==> config.mk <==
export PLATFORM = sky130hd
export DESIGN_NAME = acars_frame_field_parser
export DESIGN_NICKNAME = d
export VERILOG_FILES = /design/src/rtl/acars_ffp_pkg.sv /design/src/rtl/acars_ffp_classify.sv /design/src/rtl/acars_ffp_outq.sv /design/src/rtl/acars_frame_field_parser.sv
export SDC_FILE = /design/constraint.sdc
export NUM_CORES = 1
export LEC_CHECK = 0
export ABC_AREA = 1
export BUFFER_PORTS_ARGS = -buffer_cell sky130_fd_sc_hd__buf_4
export CAP_MARGIN = 30
export CORE_ASPECT_RATIO = 1.75
export CORE_MARGIN = 2
export CORE_UTILIZATION = 50
export DETAILED_ROUTE_END_ITERATION = 12
export PLACE_DENSITY = 0.72
export SYNTH_ARGS = -nofsm -noshare
export SYNTH_HDL_FRONTEND = slang
export SYNTH_SLANG_ARGS = --single-unit
export TNS_END_PERCENT = 10
==> constraint.sdc <==
create_clock -name i_clk -period 2.1 [get_ports i_clk]
set_input_delay 0.105 -clock i_clk [delete_from_list [all_inputs] [get_ports i_clk]]
set_output_delay 0.105 -clock i_clk [all_outputs]
set_load 0.01 [all_outputs]
==> src/rtl/acars_ffp_pkg.sv <==
`default_nettype none
// ----------------------------------------------------------------------------
// ACARS frame field parser package
// Shared field tags, status codes, character constants and the result type.
// ----------------------------------------------------------------------------
package acars_ffp_pkg;

    localparam int unsigned MIN_FRAME_LEN = 16;

    localparam logic [4:0] POS_MAX   = 5'd31;
    localparam logic [4:0] POS_MODE  = 5'd0;
    localparam logic [4:0] POS_REG_E = 5'd7;
    localparam logic [4:0] POS_ACK   = 5'd8;
    localparam logic [4:0] POS_LBL0  = 5'd9;
    localparam logic [4:0] POS_LBL1  = 5'd10;
    localparam logic [4:0] POS_BLK   = 5'd11;
    localparam logic [4:0] POS_TXT   = 5'd12;
    localparam logic [4:0] POS_MSG0  = 5'd13;
    localparam logic [4:0] POS_MSG_E = 5'd16;
    localparam logic [4:0] POS_FLT0  = 5'd17;
    localparam logic [4:0] POS_FLT_E = 5'd22;
    localparam logic [4:0] POS_ONE   = 5'd1;

    localparam logic [3:0] TAG_MODE   = 4'd0;
    localparam logic [3:0] TAG_REG    = 4'd1;
    localparam logic [3:0] TAG_ACK    = 4'd2;
    localparam logic [3:0] TAG_LABEL  = 4'd3;
    localparam logic [3:0] TAG_BLOCK  = 4'd4;
    localparam logic [3:0] TAG_TXTST  = 4'd5;
    localparam logic [3:0] TAG_MSGNO  = 4'd6;
    localparam logic [3:0] TAG_FLIGHT = 4'd7;
    localparam logic [3:0] TAG_TEXT   = 4'd8;
    localparam logic [3:0] TAG_STATUS = 4'd9;

    localparam logic [6:0] CH_ETX   = 7'h03;
    localparam logic [6:0] CH_NAK   = 7'h15;
    localparam logic [6:0] CH_DEL   = 7'h7f;
    localparam logic [6:0] CH_SPACE = 7'h20;
    localparam logic [6:0] CH_BANG  = 7'h21;
    localparam logic [6:0] CH_LC_D  = 7'h64;
    localparam logic [6:0] CH_UC_Z  = 7'h5a;
    localparam logic [6:0] CH_NINE  = 7'h39;
    localparam logic [6:0] CH_NUL   = 7'h00;

    typedef enum logic [1:0] {
        ST_OK     = 2'd0,
        ST_SHORT  = 2'd1,
        ST_NO_DEL = 2'd2
    } t_status;

    typedef struct packed {
        logic [3:0] tag;
        logic [2:0] index;
        logic [6:0] ch;
        t_status    status;
        logic       done;
    } t_result;

endpackage
`default_nettype wire

==> src/rtl/acars_ffp_classify.sv <==
`default_nettype none
// ----------------------------------------------------------------------------
// ACARS frame field classifier
// Tags one parity-stripped character by its frame position, applies the
// acknowledge, label and block id substitutions and updates header context.
// ----------------------------------------------------------------------------
module acars_ffp_classify
    import acars_ffp_pkg::*;
(
    input  wire logic [6:0] i_char,
    input  wire logic [4:0] i_pos,
    input  wire logic [6:0] i_mode_char,
    input  wire logic [6:0] i_block_char,
    input  wire logic       i_text_empty,
    output t_result         o_item,
    output logic            o_item_vld,
    output logic [6:0]      o_mode_char,
    output logic [6:0]      o_block_char,
    output logic            o_text_empty
);

    logic [4:0] pos_m1;
    logic [4:0] pos_m13;
    logic [4:0] pos_m17;
    logic       has_msgno;

    assign pos_m1    = i_pos - POS_ONE;
    assign pos_m13   = i_pos - POS_MSG0;
    assign pos_m17   = i_pos - POS_FLT0;
    assign has_msgno = (i_mode_char <= CH_UC_Z) && (i_block_char <= CH_NINE)
                       && (i_pos <= POS_FLT_E);

    always_comb begin
        o_item       = '{tag: TAG_TEXT, index: 3'd0, ch: i_char, status: ST_OK, done: 1'b0};
        o_item_vld   = 1'b1;
        o_mode_char  = i_mode_char;
        o_block_char = i_block_char;
        o_text_empty = i_text_empty;

        if (i_pos == POS_MODE) begin
            o_mode_char = i_char;
            o_item.tag  = TAG_MODE;
        end else if (i_pos <= POS_REG_E) begin
            o_item.tag   = TAG_REG;
            o_item.index = pos_m1[2:0];
        end else if (i_pos == POS_ACK) begin
            o_item.tag = TAG_ACK;
            if (i_char == CH_NAK) begin
                o_item.ch = CH_BANG;
            end
        end else if (i_pos == POS_LBL0) begin
            o_item.tag = TAG_LABEL;
        end else if (i_pos == POS_LBL1) begin
            o_item.tag   = TAG_LABEL;
            o_item.index = 3'd1;
            if (i_char == CH_DEL) begin
                o_item.ch = CH_LC_D;
            end
        end else if (i_pos == POS_BLK) begin
            o_item.tag = TAG_BLOCK;
            if (i_char == CH_NUL) begin
                o_item.ch = CH_SPACE;
            end
            o_block_char = o_item.ch;
        end else if (i_pos == POS_TXT) begin
            o_item.tag   = TAG_TXTST;
            o_text_empty = (i_char == CH_ETX);
        end else if (i_text_empty) begin
            // empty text: drop everything after text start
            o_item_vld = 1'b0;
        end else if (has_msgno) begin
            if (i_pos <= POS_MSG_E) begin
                o_item.tag   = TAG_MSGNO;
                o_item.index = pos_m13[2:0];
            end else begin
                o_item.tag   = TAG_FLIGHT;
                o_item.index = pos_m17[2:0];
            end
        end
    end

endmodule
`default_nettype wire

==> src/rtl/acars_ffp_outq.sv <==
`default_nettype none
// ----------------------------------------------------------------------------
// ACARS frame field parser result queue
// Four-entry result buffer that takes up to two results per cycle and hands
// out one per transfer.
// ----------------------------------------------------------------------------
module acars_ffp_outq
    import acars_ffp_pkg::*;
(
    input  wire logic    i_clk,
    input  wire logic    i_rst_n,
    input  wire logic    i_wr0,
    input  wire logic    i_wr1,
    input  wire t_result i_item0,
    input  wire t_result i_item1,
    output logic         o_room2,
    output logic         o_valid,
    input  wire logic    i_pop,
    output t_result      o_item
);

    t_result    r_q [4];
    logic [1:0] r_wp;
    logic [1:0] r_rp;
    logic [2:0] r_cnt;
    logic [1:0] n_wp;
    logic [1:0] n_rp;
    logic [2:0] n_cnt;
    logic [1:0] wp1;
    logic       pop;

    assign o_valid = (r_cnt != 3'd0);
    assign o_room2 = (r_cnt <= 3'd2);
    assign o_item  = r_q[r_rp];
    assign pop     = i_pop && o_valid;
    assign wp1     = r_wp + 2'd1;

    always_comb begin
        n_wp  = r_wp;
        n_rp  = r_rp;
        n_cnt = r_cnt;
        if (i_wr0) begin
            n_wp  = wp1;
            n_cnt = n_cnt + 3'd1;
            if (i_wr1) begin
                n_wp  = r_wp + 2'd2;
                n_cnt = n_cnt + 3'd1;
            end
        end
        if (pop) begin
            n_rp  = r_rp + 2'd1;
            n_cnt = n_cnt - 3'd1;
        end
    end

    always_ff @(posedge i_clk) begin
        if (!i_rst_n) begin
            r_wp  <= 2'd0;
            r_rp  <= 2'd0;
            r_cnt <= 3'd0;
        end else begin
            r_wp  <= n_wp;
            r_rp  <= n_rp;
            r_cnt <= n_cnt;
        end
    end

    always_ff @(posedge i_clk) begin
        if (i_wr0) begin
            r_q[r_wp] <= i_item0;
        end
        if (i_wr0 && i_wr1) begin
            r_q[wp1] <= i_item1;
        end
    end

    a_cnt_max: assert property (@(posedge i_clk) disable iff (!i_rst_n)
        r_cnt <= 3'd4)
        else $error("result queue count above depth");

    a_ptr_gap: assert property (@(posedge i_clk) disable iff (!i_rst_n)
        (r_cnt == 3'd0 || r_cnt == 3'd4) |-> (r_wp == r_rp))
        else $error("result queue pointers disagree with count");

    a_no_overrun: assert property (@(posedge i_clk) disable iff (!i_rst_n)
        (i_wr0 && i_wr1 && !pop) |-> o_room2)
        else $error("result queue written past capacity");

endmodule
`default_nettype wire

==> src/rtl/acars_frame_field_parser.sv <==
`default_nettype none
// ----------------------------------------------------------------------------
// ACARS frame field parser
// Strips parity, tags header fields, splits message number and flight id,
// removes the CRC/ETX/DEL trailer and closes each frame with a status result.
// ----------------------------------------------------------------------------
// Accepts one frame byte per clock. Each transfer is handled in the cycle it
// is taken: the oldest character of the four-entry trailer delay line is
// tagged and written to a four-entry result queue, where each result is
// registered before o_valid shows it. The final byte of a frame (i_is_last)
// yields up to two results, the last character and the status item, which
// drain over two output transfers; o_ready stays high while the queue has
// room for two results, so with the output side always ready the input is
// never stalled. A status other than ok means the characters already
// delivered for that frame should be discarded.
// ----------------------------------------------------------------------------
module acars_frame_field_parser
    import acars_ffp_pkg::*;
(
    input  wire logic       i_clk,
    input  wire logic       i_rst_n,
    input  wire logic       i_valid,
    output logic            o_ready,
    input  wire logic [7:0] i_data_byte,
    input  wire logic       i_is_last,
    output logic            o_valid,
    input  wire logic       i_ready,
    output logic [3:0]      o_field_tag,
    output logic [2:0]      o_field_index,
    output logic [6:0]      o_char_value,
    output logic [1:0]      o_frame_status,
    output logic            o_frame_done
);

    logic [4:0] r_pos;
    logic [6:0] r_mode;
    logic [6:0] r_block;
    logic       r_empty;
    logic [2:0] r_fill;
    logic [6:0] r_dly [4];

    logic [4:0] n_pos;
    logic [6:0] n_mode;
    logic [6:0] n_block;
    logic       n_empty;
    logic [2:0] n_fill;
    logic [6:0] n_dly [4];

    logic       accept;
    logic       shift;
    logic [2:0] fill_s;
    logic [4:0] pos_s;
    logic [5:0] total;
    t_result    chr_item;
    logic       chr_vld;
    logic [6:0] cls_mode;
    logic [6:0] cls_block;
    logic       cls_empty;
    t_result    st_item;
    t_result    q_item0;
    logic       q_wr0;
    logic       q_wr1;
    logic       q_room2;
    t_result    q_out;

    assign accept = i_valid && o_ready;
    assign o_ready = q_room2;
    assign shift  = r_fill[2];

    acars_ffp_classify u_classify (
        .i_char       (r_dly[0]),
        .i_pos        (r_pos),
        .i_mode_char  (r_mode),
        .i_block_char (r_block),
        .i_text_empty (r_empty),
        .o_item       (chr_item),
        .o_item_vld   (chr_vld),
        .o_mode_char  (cls_mode),
        .o_block_char (cls_block),
        .o_text_empty (cls_empty)
    );

    always_comb begin
        fill_s = shift ? 3'd3 : r_fill;
        pos_s  = r_pos;
        if (shift && (r_pos < POS_MAX)) begin
            pos_s = r_pos + 5'd1;
        end
        total = {1'b0, pos_s} + {3'd0, fill_s} + 6'd1;

        st_item = '{tag: TAG_STATUS, index: 3'd0, ch: CH_NUL, status: ST_OK, done: 1'b1};
        if (total < 6'(MIN_FRAME_LEN)) begin
            st_item.status = ST_SHORT;
        end else if (i_data_byte != {1'b0, CH_DEL}) begin
            st_item.status = ST_NO_DEL;
        end

        // pack the character result first, status behind it
        q_wr0   = accept && ((shift && chr_vld) || i_is_last);
        q_wr1   = accept && shift && chr_vld && i_is_last;
        q_item0 = (shift && chr_vld) ? chr_item : st_item;
    end

    always_comb begin
        n_pos   = r_pos;
        n_mode  = r_mode;
        n_block = r_block;
        n_empty = r_empty;
        n_fill  = r_fill;
        n_dly   = r_dly;
        if (accept) begin
            if (shift) begin
                n_dly[0] = r_dly[1];
                n_dly[1] = r_dly[2];
                n_dly[2] = r_dly[3];
                n_pos    = pos_s;
                n_mode   = cls_mode;
                n_block  = cls_block;
                n_empty  = cls_empty;
            end
            if (i_is_last) begin
                // frame closed: return to the start-of-frame state
                n_pos   = 5'd0;
                n_mode  = CH_NUL;
                n_block = CH_NUL;
                n_empty = 1'b0;
                n_fill  = 3'd0;
            end else begin
                n_dly[fill_s[1:0]] = i_data_byte[6:0];
                n_fill             = fill_s + 3'd1;
            end
        end
    end

    always_ff @(posedge i_clk) begin
        if (!i_rst_n) begin
            r_pos   <= 5'd0;
            r_mode  <= CH_NUL;
            r_block <= CH_NUL;
            r_empty <= 1'b0;
            r_fill  <= 3'd0;
        end else begin
            r_pos   <= n_pos;
            r_mode  <= n_mode;
            r_block <= n_block;
            r_empty <= n_empty;
            r_fill  <= n_fill;
        end
    end

    always_ff @(posedge i_clk) begin
        r_dly <= n_dly;
    end

    acars_ffp_outq u_outq (
        .i_clk   (i_clk),
        .i_rst_n (i_rst_n),
        .i_wr0   (q_wr0),
        .i_wr1   (q_wr1),
        .i_item0 (q_item0),
        .i_item1 (st_item),
        .o_room2 (q_room2),
        .o_valid (o_valid),
        .i_pop   (i_ready),
        .o_item  (q_out)
    );

    assign o_field_tag    = q_out.tag;
    assign o_field_index  = q_out.index;
    assign o_char_value   = q_out.ch;
    assign o_frame_status = q_out.status;
    assign o_frame_done   = q_out.done;

    a_fill_max: assert property (@(posedge i_clk) disable iff (!i_rst_n)
        r_fill <= 3'd4)
        else $error("delay line fill above four");

    a_frame_clear: assert property (@(posedge i_clk) disable iff (!i_rst_n)
        (accept && i_is_last) |=> (r_fill == 3'd0 && r_pos == 5'd0 && !r_empty))
        else $error("state not cleared after final byte");

    a_steady_fill: assert property (@(posedge i_clk) disable iff (!i_rst_n)
        (accept && !i_is_last && r_fill == 3'd4) |=> (r_fill == 3'd4))
        else $error("full delay line lost an entry");

    a_status_shape: assert property (@(posedge i_clk) disable iff (!i_rst_n)
        (o_valid && o_frame_done) |-> (o_field_tag == TAG_STATUS && o_char_value == CH_NUL))
        else $error("status result carries character fields");

endmodule
`default_nettype wire
## Word-level counts from Yosys, hierarchy flattened

Memories as Yosys holds them, arrays and structs flattened. A register that Yosys moved wholly into a read port is not among the register bits.
Cells that the tools add are included.

| storage, ports and cells | value |
|---|---|
| word-level logic and storage cells | 164 |
| memories kept | 1 |
| memory bits (writable) | 68 |
| register bits | 58 |

Memory list:

| name | words | width | rd ports | clocked after Yosys merged registers in | wr ports | line | RTL |
|---|---|---|---|---|---|---|---|
| u_outq.r_q | 4 | 17 | 1 | 1 | 2 | acars_ffp_outq.sv:22 | `t_result r_q [4];` |

| operators by class | value |
|---|---|
| equality and inequality tests | 15 |
| add/subtract/negate cells | 13 |
| bitwise gates (word level) | 2 |
| reductions and logical operators | 25 |
| order comparisons | 10 |
| muxes and demuxes | 86 |

Operators with widths:

| operator | number |
|---|---|
| 7-bit two-way mux | 34 |
| 21-bit two-way mux | 2 |
| 28-bit bitwise mux | 1 |
| 28-bit two-way mux | 1 |
| 5-bit by 4-bit == test with 1-bit output, second input constant | 5 |
| 4-bit two-way mux | 6 |
| 1-bit two-way mux | 21 |
| 3-bit two-way mux | 7 |
| 10-bit two-way mux | 2 |
| 17-bit two-way mux | 1 |
| 5-bit two-way mux | 3 |
| 7-bit demux with 2-bit select | 1 |
| 14-bit two-way mux | 1 |
| 1-bit logical AND | 12 |
| 2-bit two-way mux | 6 |
| 2-bit != test, second input constant | 6 |
| 5-bit <= comparator, second input constant | 2 |
| 9-bit AND reduction | 1 |
| 3-bit by 1-bit subtractor with 3-bit output, second input constant | 3 |
| 8-bit by 7-bit != test with 1-bit output, second input constant | 1 |
| 8-bit AND reduction | 1 |
| 2-bit nonzero test | 4 |
| 7-bit by 2-bit == test with 1-bit output, second input constant | 1 |
| 7-bit by 5-bit == test with 1-bit output, second input constant | 1 |
| 25 further kinds | 28 |

## Longest topological paths before layout

| depth | value |
|---|---|
| depth after elaboration | 20 |
| mapped depth | 19 |

## By module

From an unflattened synthesis, not the netlist that was laid out.

| second synthesis, totals | value |
|---|---|
| cell total of the unflattened synthesis | 898 |
| area, all modules | 7445.9 um^2 |

By module, submodules not included:

| module | cells an instance | area each (um^2) | instances |
|---|---|---|---|
| acars_ffp_outq | 424 | 4015.1 | 1 |
| acars_frame_field_parser | 319 | 2571.2 | 1 |
| acars_ffp_classify | 155 | 859.6 | 1 |

## Worst setup path after synthesis

Ideal clock, no wire load.

| timing path | value |
|---|---|
| path kind | reg2reg |
| start point | register r_pos[0] |
| end point | register u_outq.r_cnt[1] |
| library setup time | 0.070 ns |
| data arrival time | 2.231 ns |
| path slack | -0.201 ns |
| clock period less this slack | 2.301 ns |
| cell stages (with the launch flop) | 14 |
| cells stage by stage | dfxtp_1 inv_1 ha_1 o31ai_2 nand3_4 nand2_2 nand2_2 buf_6 nand3_1 o21ai_0 ha_1 nand2_1 nand2_1 a21oi_1 |

| on the way | value |
|---|---|
| cells in the longest elaborated chain, start to end | 14 |

RTL lines:

| element | line | RTL |
|---|---|---|
| start: declaration | acars_frame_field_parser.sv:35 | `logic [4:0] r_pos;` |
| start signal: assignment | acars_frame_field_parser.sv:143 | `r_pos <= n_pos;` |
| 5-bit by 4-bit == test with 1-bit output | acars_ffp_classify.sv:65 | `end else if (i_pos == POS_TXT) begin` |
| 1-bit two-way mux | acars_ffp_classify.sv:65 |  |
| 1-bit two-way mux | acars_ffp_classify.sv:59 | `end else if (i_pos == POS_BLK) begin` |
| 1-bit two-way mux | acars_ffp_classify.sv:53 | `end else if (i_pos == POS_LBL1) begin` |
| 1-bit two-way mux | acars_ffp_classify.sv:51 | `end else if (i_pos == POS_LBL0) begin` |
| 1-bit two-way mux | acars_ffp_classify.sv:46 | `end else if (i_pos == POS_ACK) begin` |
| 1-bit two-way mux | acars_ffp_classify.sv:43 | `end else if (i_pos <= POS_REG_E) begin` |
| 1-bit two-way mux * | acars_ffp_classify.sv:40 | `if (i_pos == POS_MODE) begin` |
| 1-bit logical AND (on tied branches) | acars_frame_field_parser.sv:100, acars_frame_field_parser.sv:99 |  |
| 1-bit logical AND / 1-bit logical OR (equally long branches) | acars_frame_field_parser.sv:100, acars_frame_field_parser.sv:99 |  |
| 3-bit two-way mux / 1-bit logical AND (equally long branches) | acars_ffp_outq.sv:45, acars_frame_field_parser.sv:99 |  |
| 3-bit two-way mux * | acars_ffp_outq.sv:42 | `if (i_wr0) begin` |
| 3-bit by 1-bit subtractor with 3-bit output | acars_ffp_outq.sv:52 | `n_cnt = n_cnt - 3'd1;` |
| 3-bit two-way mux * | acars_ffp_outq.sv:50 | `if (pop) begin` |
| end signal: assignment | acars_ffp_outq.sv:64 | `r_cnt <= n_cnt;` |
| end: declaration | acars_ffp_outq.sv:25 | `logic [2:0] r_cnt;` |

Every way passes the cells marked *; elsewhere a longest branch is shown, timed or not.
A chain may end at the register's enable or synchronous reset.

==> flow_metrics.tcl <==
set metrics [dict create \
    outcome "finished with violations" \
    violations "setup timing" \
    seq_area_frac_synth_pct 45.1 \
    drc 0 \
    finalCritPeriodShare_pct 101 \
    clock-sinks 127 \
    timing_worst_setup_path_type "reg2reg" \
    postSynthNetCount 858 \
    hold_viol_final 0 \
    cp.depth 14 \
    die_w_um 89.8 \
    syn_avg_cell_area_um2 7.81 \
    final_core_utilization_pct 66.3 \
    worstPathArrival_ns 2.28 \
    max_stage_delay_ns 0.38 \
    synth_edf_count 36 \
    dr.pass1.iters 5 \
    min_period_ns 2.12 \
    grt_first_pass_wirelength_um 27200 \
    wl_um 17800 \
    nNetsFinal 962 \
    antenna_cells 0 \
    rsz0062_at_grt "yes" \
    report.final.slew_viol_count 0 \
    final_layout_size_suffix_gt1_share_pct 26.0 \
    whs_ns 0.142 \
    clk_pin_slew_ns 0.06 \
    ys_top_cells_by_area "dfxtp_1, edfxtp_1, nand2_1, o21ai_0, nor2_1" \
    dp_hpwl_um 11700 \
    worstHoldPathType "in2reg" \
    max_cap_viol_count 0 \
    crit_fanout 8 \
    rr_worst_depth 14 \
    worst_slew_pin_slew_ns 0.523 \
    htreeDepth 4 \
    coreArea_um2 12500 \
    dieHeight_um 154 \
    vias 5970 \
    regToRegEndpoint "u_outq.r_q[0][1]" \
    grt_pass1_vias 5673 \
    gr-total-overflow 0 \
    clock_path_buffers 2 \
    ios 32 \
    fin_ws_ns -0.0231 \
    r2r_slack_ns -0.02 \
    critPathTopFamily "simple AND/OR/NAND/NOR gates" \
    cts_tree "done" \
    crit_chain "inv_4 -> ha_4 -> nand2_2 -> inv_1 -> nand2_2 -> nand2_2 -> nor2_4 -> nand3_4 -> nand3_4 -> buf_6 -> nor2_4 -> inv_2 -> nand2_4 -> buf_6" \
    row_count 54 \
    rr_startpoint "r_pos[1]" \
    yosysTopAreaCell "dfxtp_1" \
    final-setup-viol-count 10 \
    p_per_area_nw_per_um2 1040 \
    critPathLaunch "r_pos[1]" \
    ys.flop_type "dfxtp_1" \
    start_kind "register" \
    critPathCapture "u_outq.r_q[0][1]" \
    worstSkewPairLatency_ns 0.43 \
    synth.cell_area_um2 6430 \
    crit_top_cell "nand2_2" \
    yosys_warnings 0 \
    fp.dieArea_um2 13800 \
    end_kind "register" \
    syn2layout_area_growth_pct 28.9 \
    track_usage_pct 24.6 \
    ant_nets 0 \
    cts_made_buffers 17 \
    yosys.area.top_type_share_pct 28.3 \
    slew-limit-headroom_pct 65.0 \
    cp.buffers_inverters 5 \
    power_leakage_nw 3.45 \
    synthArstFlopShare_pct 0 \
    antenna_found_initial 0 \
    cts_root_buf "clkbuf_16" \
    io_buffers 31 \
    place_congestion 1.01 \
    cp_slowest_cell "dfxtp_4" \
    detail_route.vias_per_cell 5.38 \
    drtIter0Drc 330 \
    synth.most_common_cell "nand2_1" \
    routedWlPerCell_um 16.1 \
    start_util_pct 51.5 \
    synth-seq-cells 127 \
    peakVddDrop_v 0.000853 \
    grt_max_degree 35 \
    critPathRequiredTime_ns 2.25 \
    synthCells 824 \
    hold-path-cell-count 5 \
    synth.distinct_cells 39 \
    fmax_mhz 471 \
    synth_commonest_cells "nand2_1, dfxtp_1, nor2_1" \
    fin_skew_ns 0.00861 \
]
## repair_timing
action	CTS	global route
endpoints found under the setup margin	70	78
buffers inserted	1	13
hold buffers	9	0
endpoints found under the hold margin	12	0
gates resized for setup	14	83
pin swaps	4	37
## cells in the final DEF (no fill, tap or decap), types with 8 or more instances in the layout
cell,synthesis,layout
nand3_1,38,33
nand2_4,3,8
ha_1,21,15
o21ai_2,12,15
nor2_4,10,12
nand2_1,184,173
edfxtp_1,36,36
buf_4,1,96
inv_2,10,11
dfxtp_1,91,86
dlygate4sd3_1,0,9
nand2_2,9,11
o21ai_1,29,30
a21oi_1,41,36
inv_1,77,66
inv_4,1,11
o21ai_0,74,70
nor2_1,90,86
buf_6,9,9
o22ai_1,23,23
clkbuf_16,0,17
## through the flow
step	area (µm²)	setup WS (ns)	instances	setup TNS (ns)	total power, mW
2_1_floorplan	6450	0.00162	824	0	4.59
3_3_place_gp	7180	-0.0367	1054	-0.270	5.45
3_5_place_dp	7180	-0.104	1054	-2.47	5.49
4_1_cts	7900	-0.00431	1096	-0.00431	8.35
5_1_grt	8290	-0.111	1109	-3.95	9.10
6_report	8290	-0.0231	1109	-0.111	8.66
## sequential cells by signal (all words and copies together) (netlist names), named ones only
register and cells:
u_outq.r_wp 2, r_empty 1, r_fill 3, r_dly 21, u_outq.r_q 68, r_pos 5
r_block 6, r_mode 7, u_outq.r_rp 2, u_outq.r_cnt 3
## worst min-delay path by stage
| stage | from | endpoint | slack (ns) |
|---|---|---|---|
| after floorplan | i_rst_n | u_outq.r_wp[1] | 0.20 |
| after global placement | i_data_byte[1] | register | 0.29 |
| after detailed placement | i_data_byte[1] | register | 0.29 |
| after CTS | i_valid | r_fill[2] | 0.17 |
| after global routing | i_valid | r_fill[1] | 0.16 |
| final | i_valid | r_fill[2] | 0.14 |
## final cells by class
type / instances / area, µm²
Inverter: 89 / 362
Clock inverter: 15 / 146
Fill cell: 1020 / 4210
Timing Repair Buffer: 116 / 952
Clock buffer: 17 / 425
Sequential cell: 127 / 2910
Multi-Input combinational cell: 577 / 3280
Tap cell: 168 / 210
## report_power, final
group / leakage [nW] / switching [mW] / internal (mW)
Combinational: 2.09 / 1.58 / 1.10
Sequential: 1.08 / 0.221 / 2.92
Clock: 0.275 / 1.28 / 1.57
## cell families after synthesis
kind of cell,share of synthesized area [%]
compound gates,16.6
xor+xnor,1.09
flops,45.1
simple gates,24.9
buf+inv,8.19
fa+ha+maj,4.08
## worst register-to-register path, cell delays in order (launching register included)
cell and delay (ns):
dfxtp_4 0.38, inv_4 0.08, ha_4 0.16, nand2_2 0.05
inv_1 0.06, nand2_2 0.06, nand2_2 0.08, nor2_4 0.04
nand3_4 0.13, nand3_4 0.18, buf_6 0.18, nor2_4 0.19
inv_2 0.07, nand2_4 0.10, buf_6 0.11
## layer usage
layer	GRT usage, %	vias up	share of wire, %
li1	-	2925	-
met1	25.1	2830	37
met2	48.1	168	56
met3	3.92	47	3.6
met4	11.6	0	4.2
met5	0	-	0
No activity file was read; power rests on OpenSTA's default activity.
